File: config.mk
export PLATFORM = sky130hd
export DESIGN_NAME = ldt_ctrl
export DESIGN_NICKNAME = d
export VERILOG_FILES = /design/src/rtl/ldt_pkg.sv /design/src/rtl/ldt_ctrl.sv
export SDC_FILE = /design/constraint.sdc
export NUM_CORES = 1
export LEC_CHECK = 0
export BUFFER_PORTS_ARGS = -buffer_cell sky130_fd_sc_hd__buf_4
export CAP_MARGIN = 10
export CORE_AREA = 2 2 39 41
export CTS_BUF_LIST = sky130_fd_sc_hd__clkbuf_8
export DETAILED_ROUTE_END_ITERATION = 8
export DIE_AREA = 0 0 41 43
export GPL_TIMING_DRIVEN = 0
export SKIP_CTS_REPAIR_TIMING = 1
export SYNTH_ARGS = -nofsm -noshare
export SYNTH_HDL_FRONTEND = slang
export SYNTH_SLANG_ARGS = --single-unit
File: constraint.sdc
create_clock -name clk_i -period 2.5 [get_ports clk_i]
set_input_delay 0.375 -clock clk_i [delete_from_list [all_inputs] [get_ports clk_i]]
set_output_delay 0.375 -clock clk_i [all_outputs]
set_load 0.02 [all_outputs]
File: src/rtl/ldt_pkg.sv
`default_nettype none

package ldt_pkg;

  localparam int SLOT_COUNT_DEFAULT = 128;

  // Service codes
  localparam logic [15:0] KIND_ALLOC    = 16'h0000;
  localparam logic [15:0] KIND_FREE     = 16'h0001;
  localparam logic [15:0] KIND_INCR     = 16'h0003;
  localparam logic [15:0] KIND_GETBASE  = 16'h0006;
  localparam logic [15:0] KIND_SETBASE  = 16'h0007;
  localparam logic [15:0] KIND_SETLIMIT = 16'h0008;
  localparam logic [15:0] KIND_RIGHTS   = 16'h0009;
  localparam logic [15:0] KIND_VERSION  = 16'h0400;

  typedef enum logic [1:0] {
    ERR_NONE,
    ERR_NO_RUN,
    ERR_BAD_SEL,
    ERR_UNIMPL
  } err_e;

  // Register write mask bits
  localparam logic [4:0] MASK_AX = 5'h01;
  localparam logic [4:0] MASK_BX = 5'h02;
  localparam logic [4:0] MASK_CL = 5'h04;
  localparam logic [4:0] MASK_CX = 5'h08;
  localparam logic [4:0] MASK_DX = 5'h10;

  localparam logic [15:0] AX_NO_RUN    = 16'h0008;
  localparam logic [15:0] AX_BAD_SEL   = 16'h8022;
  localparam logic [15:0] AX_UNIMPL    = 16'h8001;
  localparam logic [15:0] AX_INCREMENT = 16'h0008;
  localparam logic [15:0] AX_VERSION   = 16'h005A;
  localparam logic [15:0] BX_VERSION   = 16'h0001;
  localparam logic [7:0]  CL_VERSION   = 8'h03;
  localparam logic [15:0] DX_VERSION   = 16'hFFFF;

  localparam logic [31:0] LIMIT_BYTE_MAX = 32'h000F_FFFF;

  // Fresh slot: base 0, limit 0, access 0x92, flags 0x40
  localparam logic [63:0] ALLOC_DESC = 64'h0040_9200_0000_0000;

  typedef enum logic [3:0] {
    OP_ALLOC,
    OP_FREE,
    OP_INCR,
    OP_GETBASE,
    OP_SETBASE,
    OP_SETLIMIT,
    OP_RIGHTS,
    OP_VERSION,
    OP_BAD_SEL,
    OP_UNIMPL
  } op_e;

  typedef enum logic [2:0] {
    ST_CLEAR,
    ST_IDLE,
    ST_DECODE,
    ST_SCAN,
    ST_FILL,
    ST_DESC,
    ST_DONE
  } state_e;

  typedef struct packed {
    logic [15:0] kind;
    logic [15:0] selector;
    logic [15:0] arg_high;
    logic [15:0] arg_low;
  } req_t;

  typedef struct packed {
    logic        carry;
    logic [1:0]  error_kind;
    logic [4:0]  write_mask;
    logic [15:0] ax_word;
    logic [15:0] bx_word;
    logic [7:0]  cl_byte;
    logic [15:0] cx_word;
    logic [15:0] dx_word;
  } res_t;

  typedef struct packed {
    logic clear_step;
    logic req_load;
    logic alloc_init;
    logic scan_step;
    logic fill_step;
    logic free_write;
    logic desc_read;
    logic desc_write;
    logic result_load;
  } ldt_cmd_t;

  typedef struct packed {
    logic clear_last;
    op_e  op;
    logic count_zero;
    logic scan_hit;
    logic scan_exhausted;
    logic fill_last;
    logic out_free;
  } ldt_status_t;

  function automatic op_e decode_op(logic [15:0] kind, logic sel_ok);
    op_e op;
    case (kind)
      KIND_ALLOC:    op = OP_ALLOC;
      KIND_FREE:     op = sel_ok ? OP_FREE : OP_BAD_SEL;
      KIND_INCR:     op = OP_INCR;
      KIND_GETBASE:  op = sel_ok ? OP_GETBASE : OP_BAD_SEL;
      KIND_SETBASE:  op = sel_ok ? OP_SETBASE : OP_BAD_SEL;
      KIND_SETLIMIT: op = sel_ok ? OP_SETLIMIT : OP_BAD_SEL;
      KIND_RIGHTS:   op = sel_ok ? OP_RIGHTS : OP_BAD_SEL;
      KIND_VERSION:  op = OP_VERSION;
      default:       op = OP_UNIMPL;
    endcase
    return op;
  endfunction

endpackage

`default_nettype wire

File: src/rtl/ldt_ctrl.sv
`default_nettype none

module ldt_ctrl import ldt_pkg::*; (
  input  wire logic        clk_i,
  input  wire logic        rst_ni,
  input  wire logic        in_valid_i,
  output logic             in_ready_o,
  input  wire ldt_status_t status_i,
  output ldt_cmd_t         cmd_o
);

  state_e state_q, state_d;

  always_ff @(posedge clk_i or negedge rst_ni) begin
    if (!rst_ni) begin
      state_q <= ST_CLEAR;
    end else begin
      state_q <= state_d;
    end
  end

  // Next state
  always_comb begin
    state_d = state_q;
    case (state_q)
      ST_CLEAR: begin
        if (status_i.clear_last) state_d = ST_IDLE;
      end
      ST_IDLE: begin
        if (in_valid_i) state_d = ST_DECODE;
      end
      ST_DECODE: begin
        case (status_i.op)
          OP_ALLOC:    state_d = status_i.count_zero ? ST_DONE : ST_SCAN;
          OP_GETBASE,
          OP_SETBASE,
          OP_SETLIMIT,
          OP_RIGHTS:   state_d = ST_DESC;
          default:     state_d = ST_DONE;
        endcase
      end
      ST_SCAN: begin
        if (status_i.scan_hit) begin
          state_d = ST_FILL;
        end else if (status_i.scan_exhausted) begin
          state_d = ST_DONE;
        end
      end
      ST_FILL: begin
        if (status_i.fill_last) state_d = ST_DONE;
      end
      ST_DESC: begin
        state_d = ST_DONE;
      end
      ST_DONE: begin
        if (status_i.out_free) state_d = ST_IDLE;
      end
      default: state_d = ST_CLEAR;
    endcase
  end

  // Outputs
  always_comb begin
    cmd_o      = '0;
    in_ready_o = 1'b0;
    case (state_q)
      ST_CLEAR: cmd_o.clear_step = 1'b1;
      ST_IDLE: begin
        in_ready_o     = 1'b1;
        cmd_o.req_load = in_valid_i;
      end
      ST_DECODE: begin
        case (status_i.op)
          OP_ALLOC:    cmd_o.alloc_init = 1'b1;
          OP_FREE:     cmd_o.free_write = 1'b1;
          OP_GETBASE,
          OP_SETBASE,
          OP_SETLIMIT,
          OP_RIGHTS:   cmd_o.desc_read  = 1'b1;
          default:     ;
        endcase
      end
      ST_SCAN: cmd_o.scan_step = 1'b1;
      ST_FILL: cmd_o.fill_step = 1'b1;
      ST_DESC: cmd_o.desc_write = (status_i.op != OP_GETBASE);
      ST_DONE: cmd_o.result_load = status_i.out_free;
      default: ;
    endcase
  end

endmodule

`default_nettype wire

==> results of run 1 <==
[worst max-delay path: cells and delay by family (launching register included)]
| kind | cells | cell delay, ns |
|---|---|---|
| AND/OR/NAND/NOR | 3 | 0.43 |
| buffers and inverters | 2 | 0.34 |
| flip-flops | 1 | 0.40 |
[kinds of logic after synthesis]
logic type | Yosys count | synth area share (%)
AOI/OAI and AO/OA | 14 | 26.3
DFF | 3 | 20.5
buffers and inverters | 6 | 7.17
and+or+nand+nor | 30 | 46.1
[cell usage in the layout (no fill, tap or decap), types with 2 or more instances in the layout]
| cell type | n |
|---|---|
| a211oi_1 | 2 |
| a21oi_1 | 4 |
| and2_1 | 2 |
| buf_2 | 3 |
| buf_4 | 22 |
| clkbuf_8 | 3 |
| dfrtp_1 | 3 |
| inv_1 | 4 |
| nand2_1 | 2 |
| nand2b_1 | 2 |
| nand3_1 | 2 |
| nor2_1 | 10 |
| nor3_1 | 5 |
| nor4b_1 | 2 |
| o21ai_0 | 2 |
[metal layers]
metal  vias to the layer above  GRT usage, %  part of all wire (%)
li1                        249             -                     -
met2                        22          20.6                    46
met4                         0          10.0                   1.7
met3                         3          3.14                   9.0
met5                         -             0                     0
met1                       217          18.2                    43
[per-stage QoR]
step	hold slack, ns	setup slack (ns)	area (um2)	total power, uW
after global placement	0.164	0.903	552	480
after detailed placement	0.165	0.881	552	479
final	0.483	0.733	607	617
after CTS	-0.0626	0.747	597	621
after floorplan	0.0794	0.745	367	353
after global routing	0.510	0.636	607	672
[layout make-up]
type	instances	area share, %
buffer	3	2.47
clock buffer	3	6.80
clock inverter	1	0.619
inverter	3	1.86
multi-input combinational	44	43.7
sequential	3	12.4
tap	16	3.30
timing repair buffer	23	28.9
[worst paths after layout]
check,cells past startpoint,to,slack [ns],startpoint
hold / removal,2,state_q[0]$_DFFE_PN0P_,0.48,rst_ni
hold reg to reg,2,state_q[2]$_DFFE_PN0P_,0.71,state_q[2]$_DFFE_PN0P_
setup reg to reg,4,state_q[0]$_DFFE_PN0P_,1.23,state_q[0]$_DFFE_PN0P_
setup / recovery,5,cmd_o[6],0.73,state_q[0]$_DFFE_PN0P_
max in group asynchronous,2,state_q[1]$_DFFE_PN0P_,1.92,rst_ni
min in group clk_i,4,state_q[0]$_DFFE_PN0P_,0.49,status_i[8]
[power by group through the flow]
stage | registers (uW) | clock network (uW) | logic (uW)
finish | 92.5 | 138 | 386
global route | 97.8 | 147 | 426
CTS | 93.1 | 140 | 388
detailed placement | 93.6 | 0 | 386
global placement | 92.6 | 0 | 388
floorplan | 87.6 | 0 | 265
==> impl_results.md, run 1 <==
- CTS tree: done
- Peak supply drop: a little over 0.4 mV
- Crit-path max FO: 10
- Vias in the first global route: approximately 420
- Most used DFF post-synth: dfrtp_1
- Die width: 41 um
- # port buffers: 22
- Number of routed nets with antenna violations: 0
- CP Data Arrival Time: 1.39 ns
- Post-synth cell types: 24
- TritonCTS Sinks: 3
- Rel. slew slack: 77.1%
- Delay of the slowest critical-path stage: roughly 0.40 ns
- Clock Skews: approximately 0.0016 ns
- Max Cap Viol: 0
- Post-synth top area share: around 20%
- FFs w/ async S/R, synth: 100%
- Synth-to-Final Area Change: 65.5%
- Internal power: about 350 uW
- Clk buf depth: 2
- HP Class: input port to async pin
- Flops & latches, synth: 3
- Max reg flops: 3
- Kind of critical path: register to output port
- Final Cycle Share: 70.7%
- Diode count: 0
- Final hold viol count: 0
- FP Rows: 14
- HPWL Detailed: between 800 and 900 um
- EDFF count, synth: 0
- Core footprint: around 1400 um2
- GR Util All Layers: between 10 and 15%
- P_sw: between 200 and 300 uW
- Slew Viols, Final: 0
- Area of the multi-input gates: about 270 um2
- RSZ-0062 raised after global routing: no
- Final non-filler cell total: 96
- Global route overflow: 0
- CTS H-tree depth: 1
- Top flop regs: state_q x3
- Global-route wire length before repair: 1670 um
- DRT iter0 DRCs: 3
- Worst skew pair latency: approximately 0.22 ns
- Min Tclk post-route: roughly 1.8 ns
- Cell area after synthesis: about 370 um2
- Synth cell count leaders: nor2_1, nor3_1, a21oi_1
- Initial antenna violation count: 0
- Worst Tran Pin Value: 0.341 ns
- Cell count after synthesis: 53
- Clock power share: around 22%
- Worst Path Required: around 2.1 ns
- Combinational share of power: between 60% and 70%
- DRC: 0
- Final WL: ~1000 um
- Sum of negative setup slack: 0 ns
- First drt pass iteration count: 4
- Starting Density: 26.5%
- CTS root buf: clkbuf_8
- Startpoint type of the worst setup path: register
- Run status: finished clean
- Most frequent cell after synthesis: nor2_1
- Worst path cell trace: buf_2 -> nor2_1 -> nand3_1 -> nor2_1 -> buf_4
- Synth Area per Inst: between 6 and 7 um2
- Fraction of power spent switching nets: a little over two fifths
- Setup crit end kind: output port
- WL per Instance: between 10 and 15 um
- Critical path's slowest cell: dfrtp_1
- I/O Pins: 23
- Pleak: approximately 0.00030 uW
- Biggest register: state_q
- Vias/cell: a little over 5
- Share of cells above drive strength 1: a little under two fifths
- Warnings, synthesis: 0
- Die area: ~1800 um2
- Setup Viol. Count Final: 0
- Dpl cells: just over 90
- Fin nets: between 90 and 100
- Post-synthesis net count: between 60 and 70
- Crit-path most repeated cell: nor2_1
- Largest net degree at the start of global routing: 11
- Ranking of synthesized cells by area: dfrtp_1, nor2_1, nor3_1, a21oi_1, nor4b_1
- Total area of sequential cells: roughly 75 um2
- Fill cells: between 100 and 150
- Register share of total power: between 10% and 20%
- Post-layout util: a little over two fifths
- Routed via count: just under 500
- GP Congestion: between 0.6 and 0.7
- Pwr/cell area: 1020 nW/um2
- FMAX: approximately 570 MHz
- Reg clk slew, reported paths: ~0.030 ns
- Leading area contributor after synthesis: dfrtp_1
- Post-synthesis sequential area ratio: 20.5%
- Chip Height: 43 um
- CTS Buf Count: 3
Power figures use the tool's default switching activity.
==> inputs of run 2 (changes only) <==
--- a/config.mk
+++ b/config.mk
@@ -5,12 +5,13 @@
 export SDC_FILE = /design/constraint.sdc
 export NUM_CORES = 1
 export LEC_CHECK = 0
+export ABC_AREA = 1
 export BUFFER_PORTS_ARGS = -buffer_cell sky130_fd_sc_hd__buf_4
 export CAP_MARGIN = 10
-export CORE_AREA = 2 2 39 41
+export CORE_MARGIN = 2
+export CORE_UTILIZATION = 30
 export CTS_BUF_LIST = sky130_fd_sc_hd__clkbuf_8
 export DETAILED_ROUTE_END_ITERATION = 8
-export DIE_AREA = 0 0 41 43
 export GPL_TIMING_DRIVEN = 0
 export SKIP_CTS_REPAIR_TIMING = 1
 export SYNTH_ARGS = -nofsm -noshare
==> constraint.sdc (replaced) <==
create_clock -name clk_i -period 1.45 [get_ports clk_i]
set_input_delay 0.2175 -clock clk_i [delete_from_list [all_inputs] [get_ports clk_i]]
set_output_delay 0.2175 -clock clk_i [all_outputs]
set_load 0.02 [all_outputs]
==> impl_results.md, run 2 <==
- Worst setup startpoint: state_q[0]$_DFFE_PN0P_
- Commonest cells after routing, fill and taps aside: buf_4, nand2_1, inv_1, nand3_1, nor2_1
- EDFF count, synth: 0 (unchanged)
- FFs w/ async S/R, synth: 100% (unchanged)
- Most used DFF post-synth: dfrtp_1
- Pwr/cell area: 1880 nW/um2 (+85%)
- CP bufs+invs: 4 (+2)
- Clk buf depth: 2 (unchanged)
- Leading area contributor after synthesis: dfrtp_1
- Max Cap Viol: 0 (unchanged)
- Internal power: 701 uW (+100%)
- Run status: finished, violations left
- GR Util All Layers: 14.8% (+0.36 points)
- Largest delay contributor family on the critical path: buffers and inverters
- Flops & latches, synth: 3 (unchanged)
- Pleak: 0.000421 uW (+41%)
- Failing checks: negative setup slack
- Kind of critical path: register to output port
- Worst skew pair latency: 0.22 ns (about the same)
- Warnings, synthesis: 0 (unchanged)
- Peak supply drop: 0.545 mV (+31%)
- # port buffers: 22 (unchanged)
- DRT iter0 DRCs: 2 (-1)
- Global-route wire length before repair: 1910 um (+14%)
- Vias in the first global route: 476 (+15%)
- Diode count: 0 (unchanged)
- FMAX: 644 MHz
- Synth Area per Inst: 5.61 um2 (-19%)
- Post-synthesis sequential area ratio: 17.9% (-2.6 points)
- Die area: 1720 um2 (-2.6%)
- Critical path's slowest cell: dfrtp_1
- Post-synth cell types: 20 (-17%)
- Sum of negative setup slack: -0.193 ns (-0.193 ns)
- Final hold viol count: 0 (unchanged)
- Rel. slew slack: 81.2% (+4.1 points)
- Initial antenna violation count: 0 (unchanged)
- CP Data Arrival Time: 1.34 ns (-0.05 ns)
- Synth-to-Final Area Change: 66.7%
- Worst Path Required: 1.23 ns (-0.89 ns)
- Final WL: 1060 um (+5.7%)
- Register share of total power: 13.5% (-1.5 points)
- Commonest non-fill, non-tap cell in the layout: buf_4
- Share of cells above drive strength 1: 39.0% (+1.5 points)
- Synth Area in Simple Gates: 59.2% (+13 points)
- CTS root buf: clkbuf_8
- Min Tclk post-route: around 1.6 ns
- Xor/xnor share of the synthesized area: 0% (unchanged)
- CP endpoint: cmd_o[2]
- Most frequent cell after synthesis: nand2_1
- TritonCTS Sinks: 3 (unchanged)
- Starting Density: 32.3% (+5.8 points)
- Die width: 41.4 um (+1.1%)
- CTS H-tree depth: 1 (unchanged)
- HP Class: input port to async pin
- Routed via count: 541 (+10%)
- Reg2reg start: state_q[0]$_DFFE_PN0P_
- I/O Pins: 23 (unchanged)
- Startpoint type of the worst setup path: register
- P_sw: 616 uW (+130%)
- Slew Viols, Final: 0 (unchanged)
- Core footprint: 1300 um2 (-6.0%)
- Largest net degree at the start of global routing: 11 (unchanged)
- Combinational share of power: 68.7% (+6.0 points)
- Crit-path max FO: 8 (-2)
- CTS tree: done
- FP Rows: 13 (-1)
- Setup crit end kind: output port
- Final Cycle Share: 107%
- Synth Area in Compound Gates: 4.17% (-22 points)
- Number of routed nets with antenna violations: 0 (unchanged)
- Ranking of synthesized cells by area: dfrtp_1, nand2_1, inv_1, nand3_1, nor2_1
- Largest family of logic cells by synthesized area: simple AND/OR/NAND/NOR gates
- RSZ-0062 raised after global routing: yes
- Worst path cell trace: buf_6 -> nor3_4 -> buf_4 -> nand2_1 -> inv_1 -> buf_4
- Clock Skews: 0.00315 ns (+0.00156 ns)
- CTS Buf Count: 3 (unchanged)
- Cell count after synthesis: 75 (+42%)
- Final Total Pwr: 1320 uW (+110%)
- Post-Synth Adder-Cell Area: 0% (unchanged)
- Post-synthesis mux area share: 0% (unchanged)
- Dpl cells: 112 (+23%)
- Post-synth top area share: 17.9% (-2.6 points)
- Cell area after synthesis: 420 um2 (+15%)
- Worst Tran Pin Value: 0.281 ns (-0.0599 ns)
- Vias/cell: 4.51 (-12%)
- Setup Viol. Count Final: 3 (+3)
- DRC: 0 (unchanged)
- Delay of the slowest critical-path stage: 0.36 ns (-0.04 ns)
- Biggest register: state_q
- Global route overflow: 0 (unchanged)
- Chip Height: 41.4 um (-3.6%)
- Synth cell count leaders: nand2_1, inv_1, nand3_1, nor2_1, dfrtp_1
- Post-synthesis net count: 88 (+33%)
- WL per Instance: 8.84 um (-15%)
- Final setup margin: -0.103 ns (-0.836 ns)
- Max reg flops: 3 (unchanged)
- First drt pass iteration count: 2 (-2)
- Fraction of power spent switching nets: 46.8% (+2.9 points)
- Post-layout util: 53.8% (+10 points)
- Clock power share: 17.7% (-4.6 points)
- Top flop regs: state_q x3
- GP Congestion: 0.765 (+12%)
- Reg clk slew, reported paths: 0.03 ns (about the same)
- Crit-path most repeated cell: buf_4
- Crit. path cell count: 6 (+1)
- Reg2reg end: state_q[1]$_DFFE_PN0P_
- HPWL Detailed: 852 um (+5.7%)
- Register-to-Register Path Depth: 7 (+3)
- Fin nets: 119 (+27%)
- Worst reg2reg setup slack: 0.20 ns (-1.03 ns)
- Final non-filler cell total: 120 (+25%)
run 2: worst min path at each step:
stage,startpoint,endpoint,slack [ns],cells after the start
finish,rst_ni,state_q[2]$_DFFE_PN0P_,0.33,2
global route,rst_ni,state_q[0]$_DFFE_PN0P_,0.34,2
CTS,rst_ni,state_q[2]$_DFFE_PN0P_,-0.22,1
detailed placement,rst_ni,state_q[2]$_DFFE_PN0P_,0.008,1
global placement,rst_ni,state_q[2]$_DFFE_PN0P_,0.007,1
floorplan,rst_ni,state_q[0]$_DFFE_PN0P_,-0.08,0
run 2: power groups by stage:
stage / Sequential, uW / Clock [uW] / Combinational [uW]
finish: 178 / 234 / 905
global route: 184 / 255 / 1020
CTS: 164 / 242 / 838
detailed placement: 166 / 0 / 834
global placement: 166 / 0 / 837
floorplan: 158 / 0 / 611
run 2: cell families after synthesis:
logic type	after synthesis
compound gates	3
flops	3
buf+inv	18
simple gates	51
run 2: area by class of cell:
cell class	instances	area [um2]
timing repair buffer	26	198
fill	135	601
multi-input combinational	54	278
sequential	3	76.3
inverter	16	62.6
buffer	2	22.5
clock inverter	1	3.75
clock buffer	3	41.3
tap	15	18.8
run 2: metal layers:
metal	wire length [um]	vias up	share of wire, %	track usage [%]
li1	-	295	-	-
met1	477	220	45	17.6
met2	451	21	43	20.9
met3	96	5	9.0	5.65
met4	35	0	3.3	11.6
met5	0	-	0	0
run 2: metrics by stage:
step | setup slack (ns) | hold slack, ns | instance area [um2]
2_1_floorplan | 0.00184 | -0.0781 | 425
3_3_place_gp | 0.118 | 0.00688 | 609
3_5_place_dp | 0.127 | 0.00820 | 609
4_1_cts | -0.103 | -0.223 | 654
5_1_grt | -0.173 | 0.344 | 701
6_report | -0.103 | 0.327 | 701
